`src/rtl/clt_pkg.sv`:
```
// ----------------------------------------------------------------------------
// clt_pkg
// Shared types, limits and character codes for the command line tokenizer.
// ----------------------------------------------------------------------------
package clt_pkg;

  localparam int MaxTokens = 16;
  localparam int TokenLen  = 32;

  // Internal state widths follow the limits.
  localparam int PosW = $clog2(TokenLen);
  localparam int CntW = $clog2(MaxTokens + 1);

  // Fixed widths of the result fields.
  localparam int CharW   = 8;
  localparam int SlotW   = 4;
  localparam int SPosW   = 5;
  localparam int LenW    = 5;
  localparam int CountW  = 5;

  localparam logic [CharW-1:0] CharNul    = 8'h00;
  localparam logic [CharW-1:0] CharTab    = 8'h09;
  localparam logic [CharW-1:0] CharSpace  = 8'h20;
  localparam logic [CharW-1:0] CharDollar = 8'h24;
  localparam logic [CharW-1:0] CharEquals = 8'h3D;
  localparam logic [CharW-1:0] CharUpperA = 8'h41;
  localparam logic [CharW-1:0] CharUpperZ = 8'h5A;
  localparam logic [CharW-1:0] CharLowerA = 8'h61;
  localparam logic [CharW-1:0] CharLowerZ = 8'h7A;

  typedef struct packed {
    logic             store_valid;
    logic [SlotW-1:0] store_slot;
    logic [SPosW-1:0] store_pos;
    logic [CharW-1:0] stored_char;
    logic             token_closed;
    logic [LenW-1:0]  closed_length;
    logic [CountW-1:0] tokens_done;
    logic             line_end;
  } clt_result_t;

  function automatic logic is_letter(input logic [CharW-1:0] c);
    return ((c >= CharUpperA) && (c <= CharUpperZ)) ||
           ((c >= CharLowerA) && (c <= CharLowerZ));
  endfunction

  function automatic logic is_blank(input logic [CharW-1:0] c);
    return (c == CharSpace) || (c == CharTab);
  endfunction

endpackage

```
`src/rtl/clt_step.sv`:
```
// ----------------------------------------------------------------------------
// clt_step
// Tokenizer state registers and the per-character update and result logic.
// ----------------------------------------------------------------------------
module clt_step (
  input  logic                     clk_i,
  input  logic                     rst_ni,
  input  logic                     step_en_i,
  input  logic [clt_pkg::CharW-1:0] char_i,
  output clt_pkg::clt_result_t     result_o
);
  import clt_pkg::*;

  localparam logic [PosW-1:0] PosLimit = PosW'(TokenLen - 1);
  localparam logic [CntW-1:0] CntLimit = CntW'(MaxTokens);

  logic            skip_q, skip_d;
  logic            open_q, open_d;
  logic [PosW-1:0] pos_q, pos_d;
  logic [CntW-1:0] total_q, total_d;
  logic            owl_q, owl_d;
  logic            limit_q, limit_d;

  logic [CntW-1:0] report_total;
  logic [PosW-1:0] cur_pos;
  logic            stop;
  logic            letter;

  always_ff @(posedge clk_i or negedge rst_ni) begin
    if (!rst_ni) begin
      skip_q  <= 1'b1;
      open_q  <= 1'b0;
      pos_q   <= '0;
      total_q <= '0;
      owl_q   <= 1'b0;
      limit_q <= 1'b0;
    end else if (step_en_i) begin
      skip_q  <= skip_d;
      open_q  <= open_d;
      pos_q   <= pos_d;
      total_q <= total_d;
      owl_q   <= owl_d;
      limit_q <= limit_d;
    end
  end

  always_comb begin
    skip_d       = skip_q;
    open_d       = open_q;
    pos_d        = pos_q;
    total_d      = total_q;
    owl_d        = owl_q;
    limit_d      = limit_q;
    report_total = total_q;
    cur_pos      = pos_q;
    stop         = 1'b0;
    letter       = is_letter(char_i);
    result_o     = '0;

    if (char_i == CharNul) begin
      result_o.line_end = 1'b1;
      if (open_q && !limit_q) begin
        result_o.token_closed  = 1'b1;
        result_o.closed_length = LenW'(pos_q);
        report_total           = total_q + CntW'(1);
      end
      // back to the start-of-line state
      skip_d  = 1'b1;
      open_d  = 1'b0;
      pos_d   = '0;
      total_d = '0;
      owl_d   = 1'b0;
      limit_d = 1'b0;
    end else if (limit_q) begin
      // drop the rest of the line
    end else if (skip_q && (is_blank(char_i) || char_i == CharDollar ||
                            char_i == CharEquals)) begin
      // drop leading separator
    end else begin
      skip_d = 1'b0;
      if (is_blank(char_i)) begin
        if (open_q) begin
          result_o.token_closed  = 1'b1;
          result_o.closed_length = LenW'(pos_q);
          total_d                = total_q + CntW'(1);
          pos_d                  = '0;
          open_d                 = 1'b0;
          if (total_d == CntLimit) limit_d = 1'b1;
        end
      end else begin
        if (open_q && letter && owl_q) begin
          result_o.token_closed  = 1'b1;
          result_o.closed_length = LenW'(pos_q);
          total_d                = total_q + CntW'(1);
          cur_pos                = '0;
          pos_d                  = '0;
          if (total_d == CntLimit) begin
            limit_d = 1'b1;
            stop    = 1'b1;
          end
        end
        if (!stop && (cur_pos < PosLimit)) begin
          result_o.store_valid = 1'b1;
          result_o.store_slot  = SlotW'(total_d);
          result_o.store_pos   = SPosW'(cur_pos);
          result_o.stored_char = char_i;
          if (cur_pos == '0) owl_d = letter;
          pos_d  = cur_pos + PosW'(1);
          open_d = 1'b1;
        end
      end
      report_total = total_d;
    end

    result_o.tokens_done = CountW'(report_total);
  end

  a_line_end_resets : assert property (@(posedge clk_i) disable iff (!rst_ni)
    step_en_i && result_o.line_end |=> skip_q && !open_q && total_q == '0 && !limit_q)
    else $error("state not cleared after line end");

  a_total_bounded : assert property (@(posedge clk_i) disable iff (!rst_ni)
    total_q <= CntLimit)
    else $error("token count beyond limit");

  a_limit_count : assert property (@(posedge clk_i) disable iff (!rst_ni)
    limit_q |-> total_q == CntLimit)
    else $error("limit flag without full token count");

  a_store_slot : assert property (@(posedge clk_i) disable iff (!rst_ni)
    step_en_i && result_o.store_valid |=> total_q == $past(total_d) && !limit_q)
    else $error("store into slot past the limit");

endmodule

```
`src/rtl/command_line_tokenizer.sv`:
```
// ----------------------------------------------------------------------------
// command_line_tokenizer
// Splits a command line into tokens, one character per item.
// ----------------------------------------------------------------------------
// Takes one character per clock cycle while the input is not stalled, and
// returns one result per character, in order. The character goes into an
// input register, the tokenizer state is updated as the character moves
// into the output register, which holds its result. Back-to-back items
// run at full rate; input stalls only while both registers are full and
// the output is stalled.
module command_line_tokenizer (
  input  logic                       clk_i,
  input  logic                       rst_ni,
  input  logic                       in_valid_i,
  output logic                       in_stall_o,
  input  logic [clt_pkg::CharW-1:0]  char_code_i,
  output logic                       out_valid_o,
  input  logic                       out_stall_i,
  output logic                       store_valid_o,
  output logic [clt_pkg::SlotW-1:0]  store_slot_o,
  output logic [clt_pkg::SPosW-1:0]  store_pos_o,
  output logic [clt_pkg::CharW-1:0]  stored_char_o,
  output logic                       token_closed_o,
  output logic [clt_pkg::LenW-1:0]   closed_length_o,
  output logic [clt_pkg::CountW-1:0] tokens_done_o,
  output logic                       line_end_o
);
  import clt_pkg::*;

  logic             in_vld_q;
  logic [CharW-1:0] char_q;
  logic             out_vld_q;
  clt_result_t      res_q;
  clt_result_t      res_d;
  logic             advance;
  logic             step_en;
  logic             accept;

  assign advance    = !out_vld_q || !out_stall_i;
  assign step_en    = in_vld_q && advance;
  assign in_stall_o = in_vld_q && !advance;
  assign accept     = in_valid_i && !in_stall_o;

  always_ff @(posedge clk_i or negedge rst_ni) begin
    if (!rst_ni) begin
      in_vld_q <= 1'b0;
    end else if (accept) begin
      in_vld_q <= 1'b1;
    end else if (step_en) begin
      in_vld_q <= 1'b0;
    end
  end

  always_ff @(posedge clk_i) begin
    if (accept) begin
      char_q <= char_code_i;
    end
  end

  clt_step u_step (
    .clk_i     (clk_i),
    .rst_ni    (rst_ni),
    .step_en_i (step_en),
    .char_i    (char_q),
    .result_o  (res_d)
  );

  always_ff @(posedge clk_i or negedge rst_ni) begin
    if (!rst_ni) begin
      out_vld_q <= 1'b0;
    end else if (step_en) begin
      out_vld_q <= 1'b1;
    end else if (!out_stall_i) begin
      out_vld_q <= 1'b0;
    end
  end

  always_ff @(posedge clk_i) begin
    if (step_en) begin
      res_q <= res_d;
    end
  end

  assign out_valid_o     = out_vld_q;
  assign store_valid_o   = res_q.store_valid;
  assign store_slot_o    = res_q.store_slot;
  assign store_pos_o     = res_q.store_pos;
  assign stored_char_o   = res_q.stored_char;
  assign token_closed_o  = res_q.token_closed;
  assign closed_length_o = res_q.closed_length;
  assign tokens_done_o   = res_q.tokens_done;
  assign line_end_o      = res_q.line_end;

endmodule

```
`config.mk`:
```
export PLATFORM = sky130hd
export DESIGN_NAME = command_line_tokenizer
export DESIGN_NICKNAME = d
export VERILOG_FILES = /design/src/rtl/clt_pkg.sv /design/src/rtl/clt_step.sv /design/src/rtl/command_line_tokenizer.sv
export SDC_FILE = /design/constraint.sdc
export NUM_CORES = 1
export LEC_CHECK = 0
export BUFFER_PORTS_ARGS = -buffer_cell sky130_fd_sc_hd__buf_2
export CAP_MARGIN = 15
export CORE_MARGIN = 3
export CORE_UTILIZATION = 50
export DETAILED_ROUTE_END_ITERATION = 6
export PLACE_DENSITY = 0.77
export SLEW_MARGIN = 10
export SYNTH_ARGS = -nofsm -noshare
export SYNTH_HDL_FRONTEND = slang
export SYNTH_SLANG_ARGS = --single-unit
```
`constraint.sdc`:
```
create_clock -name clk_i -period 4.5 [get_ports clk_i]
set_clock_uncertainty 0.05 [all_clocks]
set_input_delay 0.225 -clock clk_i [delete_from_list [all_inputs] [get_ports clk_i]]
set_output_delay 0.225 -clock clk_i [all_outputs]
set_load 0.03 [all_outputs]
```
; Word level (Yosys, flattened, before mapping)
; Cells that the tools add are included.
[word_totals]
inputBits = 12
ff_bits = 54
out_inout_bits = 32
wordCells = 125
[op_classes]
muxes = 57
n_reduce_logical = 33
n_lt_le_gt_ge = 5
eq_ne = 10
n_bitwise = 1
addsub = 2
[op_table]
columns = cell, count
row1 = 5-bit 2-to-1 mux, 19
row2 = 6-bit 2-to-1 mux, 7
row3 = 1-bit 2-to-1 mux, 30
row4 = 8-bit by 6-bit == test with 1-bit output (second input constant), 3
row5 = 18-bit 2-to-1 mux, 1
row6 = 8-bit by 7-bit greater-or-equal comparator with 1-bit output (second input constant), 2
row7 = 8-bit by 7-bit <= comparator with 1-bit output (second input constant), 2
row8 = 5-bit by 1-bit adder with 5-bit output (second input constant), 2
row9 = 1-bit logical AND, 10
row10 = 8-bit by 4-bit == test with 1-bit output (second input constant), 1
row11 = 8-bit zero test, 1
row12 = 4-bit AND reduction, 2
row13 = 1-bit zero test, 6
row14 = 2-bit by 1-bit != test with 1-bit output (second input constant), 3
row15 = 6-bit AND reduction, 1
row16 = 2-bit nonzero test, 3
row17 = 5-bit == test (second input constant), 1
row18 = 5-bit zero test, 1
row19 = 1-bit logical OR, 5
row20 = 5-bit less-than comparator (second input constant), 1
row21 = 5-bit OR reduction, 1
row22 = 4-bit OR reduction, 1
row23 = 3-bit by 1-bit != test with 1-bit output (second input constant), 1
row24 = 3-bit AND reduction, 1
row25 = other kinds (3), 3

; Logic depth before layout (Yosys ltp)
; Gate-level depths: netlist of the first run.
[depth]
word_depth = 17
mapped_depth = 9
depth_no_buf = 7

; Modules after synthesis
; A second synthesis of the first run with hierarchy kept.
[unflattened]
hier_cells = 231
hier_area_um2 = 2698.8
[by_module_without_submodules]
columns = mod, seq_area_each_um2, area_each_um2, n_inst, cells_each
row1 = clt_step, 351.6, 1465.2, 1, 185
row2 = command_line_tokenizer, 1191.1, 1233.7, 1, 46

; Worst setup path before layout of the first run
; No wires, ideal clock.
[synth_path]
path_kind = flip-flop to flip-flop
start = reg char_q[0]
end = reg res_q, in the netlist tokens_done_o[1] (data pin)
path_buffers = 0
stages_incl_launch_ff = 7
slack_ps = 1770
setup_time_ps = 260
synth_period_minus_slack_ps = 2730
t_required_ps = 4190
arrival_ps = 2420
cell_sequence = edfxtp_1 > or4_1 > or4_4 > clkinv_2 > a21oi_2 > a211oi_4 > mux2_2
[synth_rtl]
columns = element, line_no
row1 = "start, declared", command_line_tokenizer.sv:31  ; logic [CharW-1:0] char_q;
row2 = "start signal, assigned", command_line_tokenizer.sv:56  ; char_q <= char_code_i;
row3 = "end signal, assigned", command_line_tokenizer.sv:80  ; res_q <= res_d;
row4 = "end, declared", command_line_tokenizer.sv:33  ; clt_result_t res_q;

; Final worst setup path of the first run
[layout_path]
start = reg char_q[0]
end = reg res_q, in the netlist store_slot_o[1] (data pin)
[layout_via]
elab_chain_cells = 14
elab_cells_between_ends = 34
classes_between = order compare (5) / eq/ne (4) / mux (11) / bitwise (1) / reduce/logical (13)
[layout_lines]
columns = element, line_no
row1 = "8-bit by 7-bit greater-or-equal comparator with 1-bit output, or another cell as far along", clt_pkg.sv:43  ; return ((c >= CharUpperA) && (c <= CharUpperZ)) ||
row2 = 1-bit logical AND (on tied branches), "clt_pkg.sv:43, clt_pkg.sv:44"
row3 = 1-bit logical OR, clt_pkg.sv:43
row4 = 1-bit logical AND (2 in series), clt_step.sv:91  ; if (open_q && letter && owl_q) begin
row5 = 5-bit 2-to-1 mux or 1-bit 2-to-1 mux (tied branches), n/a
row6 = 5-bit 2-to-1 mux or 1-bit 2-to-1 mux (tied branches), clt_step.sv:81  ; if (is_blank(char_i)) begin
row7 = 5-bit 2-to-1 mux or 1-bit 2-to-1 mux (tied branches), clt_step.sv:76  ; end else if (skip_q && (is_blank(char_i) || char_i == CharDollar ||
row8 = 5-bit 2-to-1 mux or 1-bit 2-to-1 mux (tied branches), clt_step.sv:74  ; end else if (limit_q) begin
row9 = 5-bit 2-to-1 mux or 1-bit 2-to-1 mux (tied branches), clt_step.sv:60  ; if (char_i == CharNul) begin
row10 = 5-bit less-than comparator or 1-bit zero test (tied branches), clt_step.sv:102  ; if (!stop && (cur_pos < PosLimit)) begin
row11 = 1-bit logical AND, clt_step.sv:102
row12 = 1-bit inverter (no source line), n/a
row13 = 5-bit OR reduction (no source line), n/a
; Several ways; a longest one is shown, not always the timed one. The select of a mux whose other input is x is not followed.
; A chain may end at the register's enable or synchronous reset.

==> results of run 1 <==
==> final cells by class <==
class	instances	area [sq um]
repair buffers	45	233
inverters	9	35.0
fillers	401	1900
clock buffers	7	76.3
well taps	67	83.8
multi-input cells	153	1000
clock inverters	1	7.51
flip-flops and latches	54	1540
==> worst max-delay path by stage <==
stage | from | endpoint | slack (ps) | cells past startpoint
2_1_floorplan | char_q[0] | tokens_done_o[1] | 1770 | 6
3_3_place_gp | char_q[0] | stored_char_o[0] | 1500 | 6
3_5_place_dp | char_q[0] | store_slot_o[1] | 1340 | 6
4_1_cts | char_q[0] | store_slot_o[1] | 1230 | 6
5_1_grt | char_q[0] | store_slot_o[1] | 980 | 6
6_report | char_q[0] | store_slot_o[1] | 1230 | 6
==> cell families after synthesis <==
logic type               after synthesis  synth area share, %
AND/OR/NAND/NOR                       95                 20.7
XOR/XNOR                               6                 2.01
flip-flops                            54                 59.0
adder cells (fa/ha/maj)                3                 1.44
multiplexers                           4                 1.63
buffers and inverters                 16                 2.58
AO/OA/AOI/OAI                         45                 12.6
==> state kept, by name (all words and copies together) (netlist names), 4 cells and up <==
register	cells
char_q	8
stored_char_o	8
closed_length_o	5
store_pos_o	5
tokens_done_o	5
u_step.pos_q	5
u_step.total_q	5
store_slot_o	4
==> power breakdown <==
group	internal, mW	total (mW)	switching (mW)
registers	0.593	0.632	0.0395
logic	0.0761	0.218	0.142
clock network	0.110	0.258	0.148
==> layout by cell type, fill, tap and decap left out, types with 3 or more instances in the layout <==
| cell type | instances |
|---|---|
| nor4_1 | 4 |
| or2_2 | 4 |
| buf_2 | 43 |
| o22ai_1 | 3 |
| nor3_1 | 6 |
| nor2_1 | 6 |
| edfxtp_1 | 38 |
| and2_1 | 10 |
| a21oi_1 | 9 |
| clkbuf_8 | 5 |
| xnor2_1 | 3 |
| xor2_1 | 3 |
| o21ai_0 | 7 |
| nor3b_1 | 3 |
| ha_1 | 3 |
| and2_2 | 6 |
| nand2_1 | 22 |
| nand3_1 | 8 |
| dfrtp_1 | 15 |
| and3_1 | 9 |
| inv_1 | 8 |
==> metal layers <==
metal / up-vias / track usage [%] / share of wire (%)
met5: - / 0 / 0
met4: 0 / 4.90 / 1.1
met3: 8 / 3.10 / 5.9
met2: 63 / 28.9 / 49
met1: 927 / 24.1 / 44
li1: 925 / - / -
==> metrics by stage <==
step	power [mW]	cells
after floorplan	0.796	223
after global placement	0.853	327
after detailed placement	0.860	327
after CTS	1.11	336
after global routing	1.17	336
final	1.11	336
==> impl_metrics.py, run 1 <==
metrics = {
    "pwr": {
        "vdd_ir_drop_max_uv": 160,
        "power_density_nw_per_um2": 372,
        "p_leak_nw": 1.26,
    },
    "critical_path": {
        "crit_path_max_incr_delay_ps": 670,
        "r2r_cells": 6,
        "critical_path_class": "flip-flop to flip-flop",
        "startpoint_type": "flip-flop",
        "r2r_slack_ps": 1230,
        "critPathSlowestCell": "nor3_2",
        "path_cells": "or4_1 -> o221ai_1 -> or2_2 -> o21ai_0 -> nor3_2 -> a21boi_0",
        "r2r_end": "store_slot_o[1]",
        "cp.arrival_ps": 3360,
        "critPathTopFamily": "simple AND/OR/NAND/NOR gates",
        "crit_buf_inv": 0,
        "end_kind": "flip-flop",
        "cp.required_ps": 4590,
        "r2r_start": "char_q[0]",
        "cp_max_fo": 17,
    },
    "sta": {
        "maxSlewViolCount": 0,
        "slew_headroom_pct": 48.5,
        "setup_slack_ps": 1230,
        "setup-violations-final": 0,
        "hold_ws_ps": 41.2,
        "finalCritPeriodShare_pct": 72.6,
        "period_needed_ps": 3270,
        "tns_ps": 0,
        "rsz0062_at_grt": "false",
        "clock.fmax_mhz": 306,
        "worst-slew-pin-transition_ps": 769,
        "finalHoldViolCount": 0,
    },
    "clock_network": {
        "cts_sinks": 54,
        "cts-root-buf": "clkbuf_8",
        "clk_path_buf_depth": 2,
        "clk-insertion-delay-late_ps": 300,
        "cts.clk_slew.worst_paths_ps": 90,
        "cts_tree": "built",
        "cts_setup_buffers": 0,
        "cts_buffers": 5,
        "cts_max_level": 2,
        "postCtsHoldBufs": 1,
        "cts_resized": 0,
    },
    "worst_hold_path": {
        "hp-start": "char_code_i[5]",
        "holdPathEnd": "char_q[5]",
        "hold_path_class": "input pin to flip-flop",
        "worstHoldPathCells": 1,
    },
    "die": {
        "die_x_um": 78.3,
        "floorplan.initialDensity_pct": 53.6,
        "die_y_um": 78.3,
        "core_sq_um": 4880,
        "io_pins": 44,
        "die-area_sq_um": 6130,
        "num_rows": 25,
    },
    "placement": {
        "io_buffers": 43,
        "dp_slack_ps": 1340,
        "dp_hpwl_um": 3680,
        "dpl_cell_area_sq_um": 2890,
        "gp_congestion": 0.917,
    },
    "logic_synthesis": {
        "yosysSeqAreaShare_pct": 59.0,
        "yosysTopAreaCell": "edfxtp_1",
        "synth-async-reset-ratio_pct": 29.6,
        "netlist.area_leader.share_pct": 43.7,
        "ys_seq_elements": 54,
        "ys_top_cells_by_count": "edfxtp_1 (38), nand2_1 (22), dfrtp_1 (15), and2_1 (10)",
        "syn_area_per_cell_sq_um": 11.7,
        "netlist_top_cells_area": "edfxtp_1 (44%), dfrtp_1 (14%), nand2_1 (3.2%), and2_1 (2.4%), and3_1 (2.2%)",
        "ys_warn_count": 0,
        "yosysMostFrequentCell": "edfxtp_1",
        "synth_edf_count": 38,
        "synth_ff_type": "edfxtp_1",
        "ys_types": 59,
        "synthCells": 223,
        "synth_nets": 238,
        "synth_area_sq_um": 2610,
    },
    "job": {
        "drv_cap": 0,
    },
    "global_routing": {
        "grt_pass1_vias": 1780,
        "grt_usage_pct": 17.6,
        "antenna_found_initial": 0,
        "grt_pass1_wl_um": 8500,
        "overflow": 0,
        "grt_max_degree": 22,
    },
    "drt": {
        "routedWlPerCell_um": 15.3,
        "drt_iter0_markers": 172,
        "drt-pass1-iter-count": 4,
        "wl_um": 5140,
        "drtAntennaViolNets": 0,
        "drc": 0,
        "num_vias": 1923,
        "viasPerCell": 5.72,
    },
    "finish": {
        "fin_nets": 283,
        "fin_util_pct": 61.1,
        "syn2layout_area_growth_pct": 14.1,
        "fin_area_sq_um": 2980,
        "diodes": 0,
        "final_layout_size_suffix_gt1_share_pct": 27.1,
    },
    "status": {
        "outcome": "finished clean",
    },
}
Note: power is estimated with default switching activity, not from simulation.
==> inputs of run 2 (changes only) <==
==> constraint.sdc (replaced) <==
create_clock -name clk_i -period 3.27 [get_ports clk_i]
set_clock_uncertainty 0.05 [all_clocks]
set_input_delay 0.1635 -clock clk_i [delete_from_list [all_inputs] [get_ports clk_i]]
set_output_delay 0.1635 -clock clk_i [all_outputs]
set_load 0.03 [all_outputs]
==> impl_metrics.py, run 2 (synthesis results as in run 1) <==
metrics = {
    "critical_path": {
        "r2r_end": "tokens_done_o[1]",
        "crit_buf_inv": 1,
        "cp.required_ps": 3280,
        "path_cells": "or4_1 -> or4_4 -> clkinv_2 -> a21oi_2 -> a211oi_4 -> mux2_2",
        "end_kind": "flip-flop",
        "critPathSlowestCell": "or4_1",
        "r2r_cells": 6,
        "crit_cells": 6,
        "critical_path_class": "flip-flop to flip-flop",
        "cp_max_fo": 10,
        "r2r_slack_ps": 270,
        "cp.arrival_ps": 3010,
        "critPathTopFamily": "simple AND/OR/NAND/NOR gates",
        "r2r_start": "char_q[0]",
        "startpoint_type": "flip-flop",
        "crit_path_max_incr_delay_ps": 590,
    },
    "clock_network": {
        "postCtsHoldBufs": 9,
        "cts-root-buf": "clkbuf_8",
        "clk-insertion-delay-late_ps": 300,
        "cts_resized": 0,
        "cts_buffers": 5,
        "cts_sinks": 54,
        "clk_path_buf_depth": 2,
        "cts.clk_slew.worst_paths_ps": 90,
        "cts_setup_buffers": 0,
        "cts_tree": "built",
        "cts_max_level": 2,
    },
    "global_routing": {
        "grt_util_met1_pct": 23.7,
        "antenna_found_initial": 0,
        "grt_pass1_wl_um": 8710,
        "overflow": 0,
        "gr-usage-met2_pct": 29.2,
        "grt_max_degree": 21,
        "top_usage_layer": "met2",
        "grt_usage_pct": 18.1,
        "grt_pass1_vias": 1838,
        "use_met3_pct": 4.82,
    },
    "finish": {
        "fin_cells": 346,
        "fin_nets": 294,
        "fin_util_pct": 63.6,
        "syn2layout_area_growth_pct": 18.7,
        "ff_latch_area_sq_um": 1540,
        "final_common_cell": "buf_2",
        "fillers": 396,
        "diodes": 0,
        "final_layout_size_suffix_gt1_share_pct": 27.2,
        "layout_common_cells": "buf_2 (43), edfxtp_1 (38), nand2_1 (22)",
        "multiInputGateArea_sq_um": 1000,
    },
    "sta": {
        "rsz0062_at_grt": "false",
        "clock.fmax_mhz": 333,
        "finalCritPeriodShare_pct": 91.8,
        "setup-violations-final": 0,
        "period_needed_ps": 3000,
        "worst-slew-pin-transition_ps": 708,
        "maxSlewViolCount": 0,
        "slew_headroom_pct": 51.6,
        "tns_ps": 0,
        "finalHoldViolCount": 0,
    },
    "drt": {
        "num_vias": 1935,
        "drc": 0,
        "drtAntennaViolNets": 0,
        "wl_um": 5200,
        "routedWlPerCell_um": 15.0,
        "drt-pass1-iter-count": 4,
        "viasPerCell": 5.59,
        "drt_iter0_markers": 131,
    },
    "status": {
        "outcome": "finished clean",
    },
    "placement": {
        "gp_congestion": 0.911,
        "dp_hpwl_um": 3690,
        "io_buffers": 43,
        "dp.cells": 330,
    },
    "pwr": {
        "power_density_nw_per_um2": 516,
        "fin_total_pwr_mw": 1.60,
        "p_leak_nw": 1.32,
        "vdd_ir_drop_max_uv": 258,
    },
    "die": {
        "num_rows": 25,
        "floorplan.initialDensity_pct": 53.6,
        "die-area_sq_um": 6130,
        "die_y_um": 78.3,
        "die_x_um": 78.3,
        "core_sq_um": 4880,
        "io_pins": 44,
    },
    "worst_hold_path": {
        "hold_path_class": "input pin to flip-flop",
        "holdPathEnd": "in_vld_q",
        "hp-start": "in_valid_i",
        "worstHoldPathCells": 2,
    },
    "job": {
        "drv_cap": 0,
    },
}
==> run 2: cell count changes in the layout (fill, tap and decap cells not counted) <==
cell           before  now
buf_4               1    4
clkinv_1            0    1
bufinv_16           0    1
clkbuf_1            2    0
dlygate4sd3_1       1    9
clkinvlp_4          1    0
==> run 2: metrics by stage <==
step	area, sq um	hold WS (ps)	setup WS (ps)
4_1_cts	3100	4.69	273
2_1_floorplan	2610	-182	540
6_report	3100	19.3	267
3_3_place_gp	2910	54.3	361
5_1_grt	3100	22.9	171
3_5_place_dp	2910	55.6	291
==> run 2: layer usage <==
layer | vias to the layer above | wire [um]
li1 | 958 | -
met1 | 901 | 2310
met2 | 66 | 2480
met3 | 10 | 313
met4 | 0 | 93
met5 | - | 0
==> run 2: area by class of cell <==
type	count	area share, %
inverter	9	1.13
tap	67	2.70
sequential	54	49.7
multi-input combinational	153	32.3
clock inverter	2	1.09
timing repair buffer	56	10.8
clock buffer	5	2.22
==> run 2: worst max path at each step <==
stage	start	to	slack, ps
floorplan	char_q[0]	tokens_done_o[1]	540
global placement	char_q[0]	tokens_done_o[1]	360
detailed placement	char_q[0]	tokens_done_o[1]	290
CTS	char_q[0]	tokens_done_o[1]	270
global route	char_q[0]	tokens_done_o[1]	170
finish	char_q[0]	tokens_done_o[1]	270
==> run 2: worst register-to-register path, delay by kind of cell, from the launching register on <==
family / cells / cell delay [ps]
AND/OR/NAND/NOR: 2 / 1130
AO/OA/AOI/OAI: 2 / 580
multiplexers: 1 / 390
buffers and inverters: 1 / 130
flip-flops: 1 / 490
==> run 2: where the power goes <==
part	leakage, nW	internal, mW	switching (mW)
sequential	0.564	0.815	0.0541
clock	0.0517	0.221	0.197
combinational	0.707	0.115	0.198
total	1.32	1.15	0.449
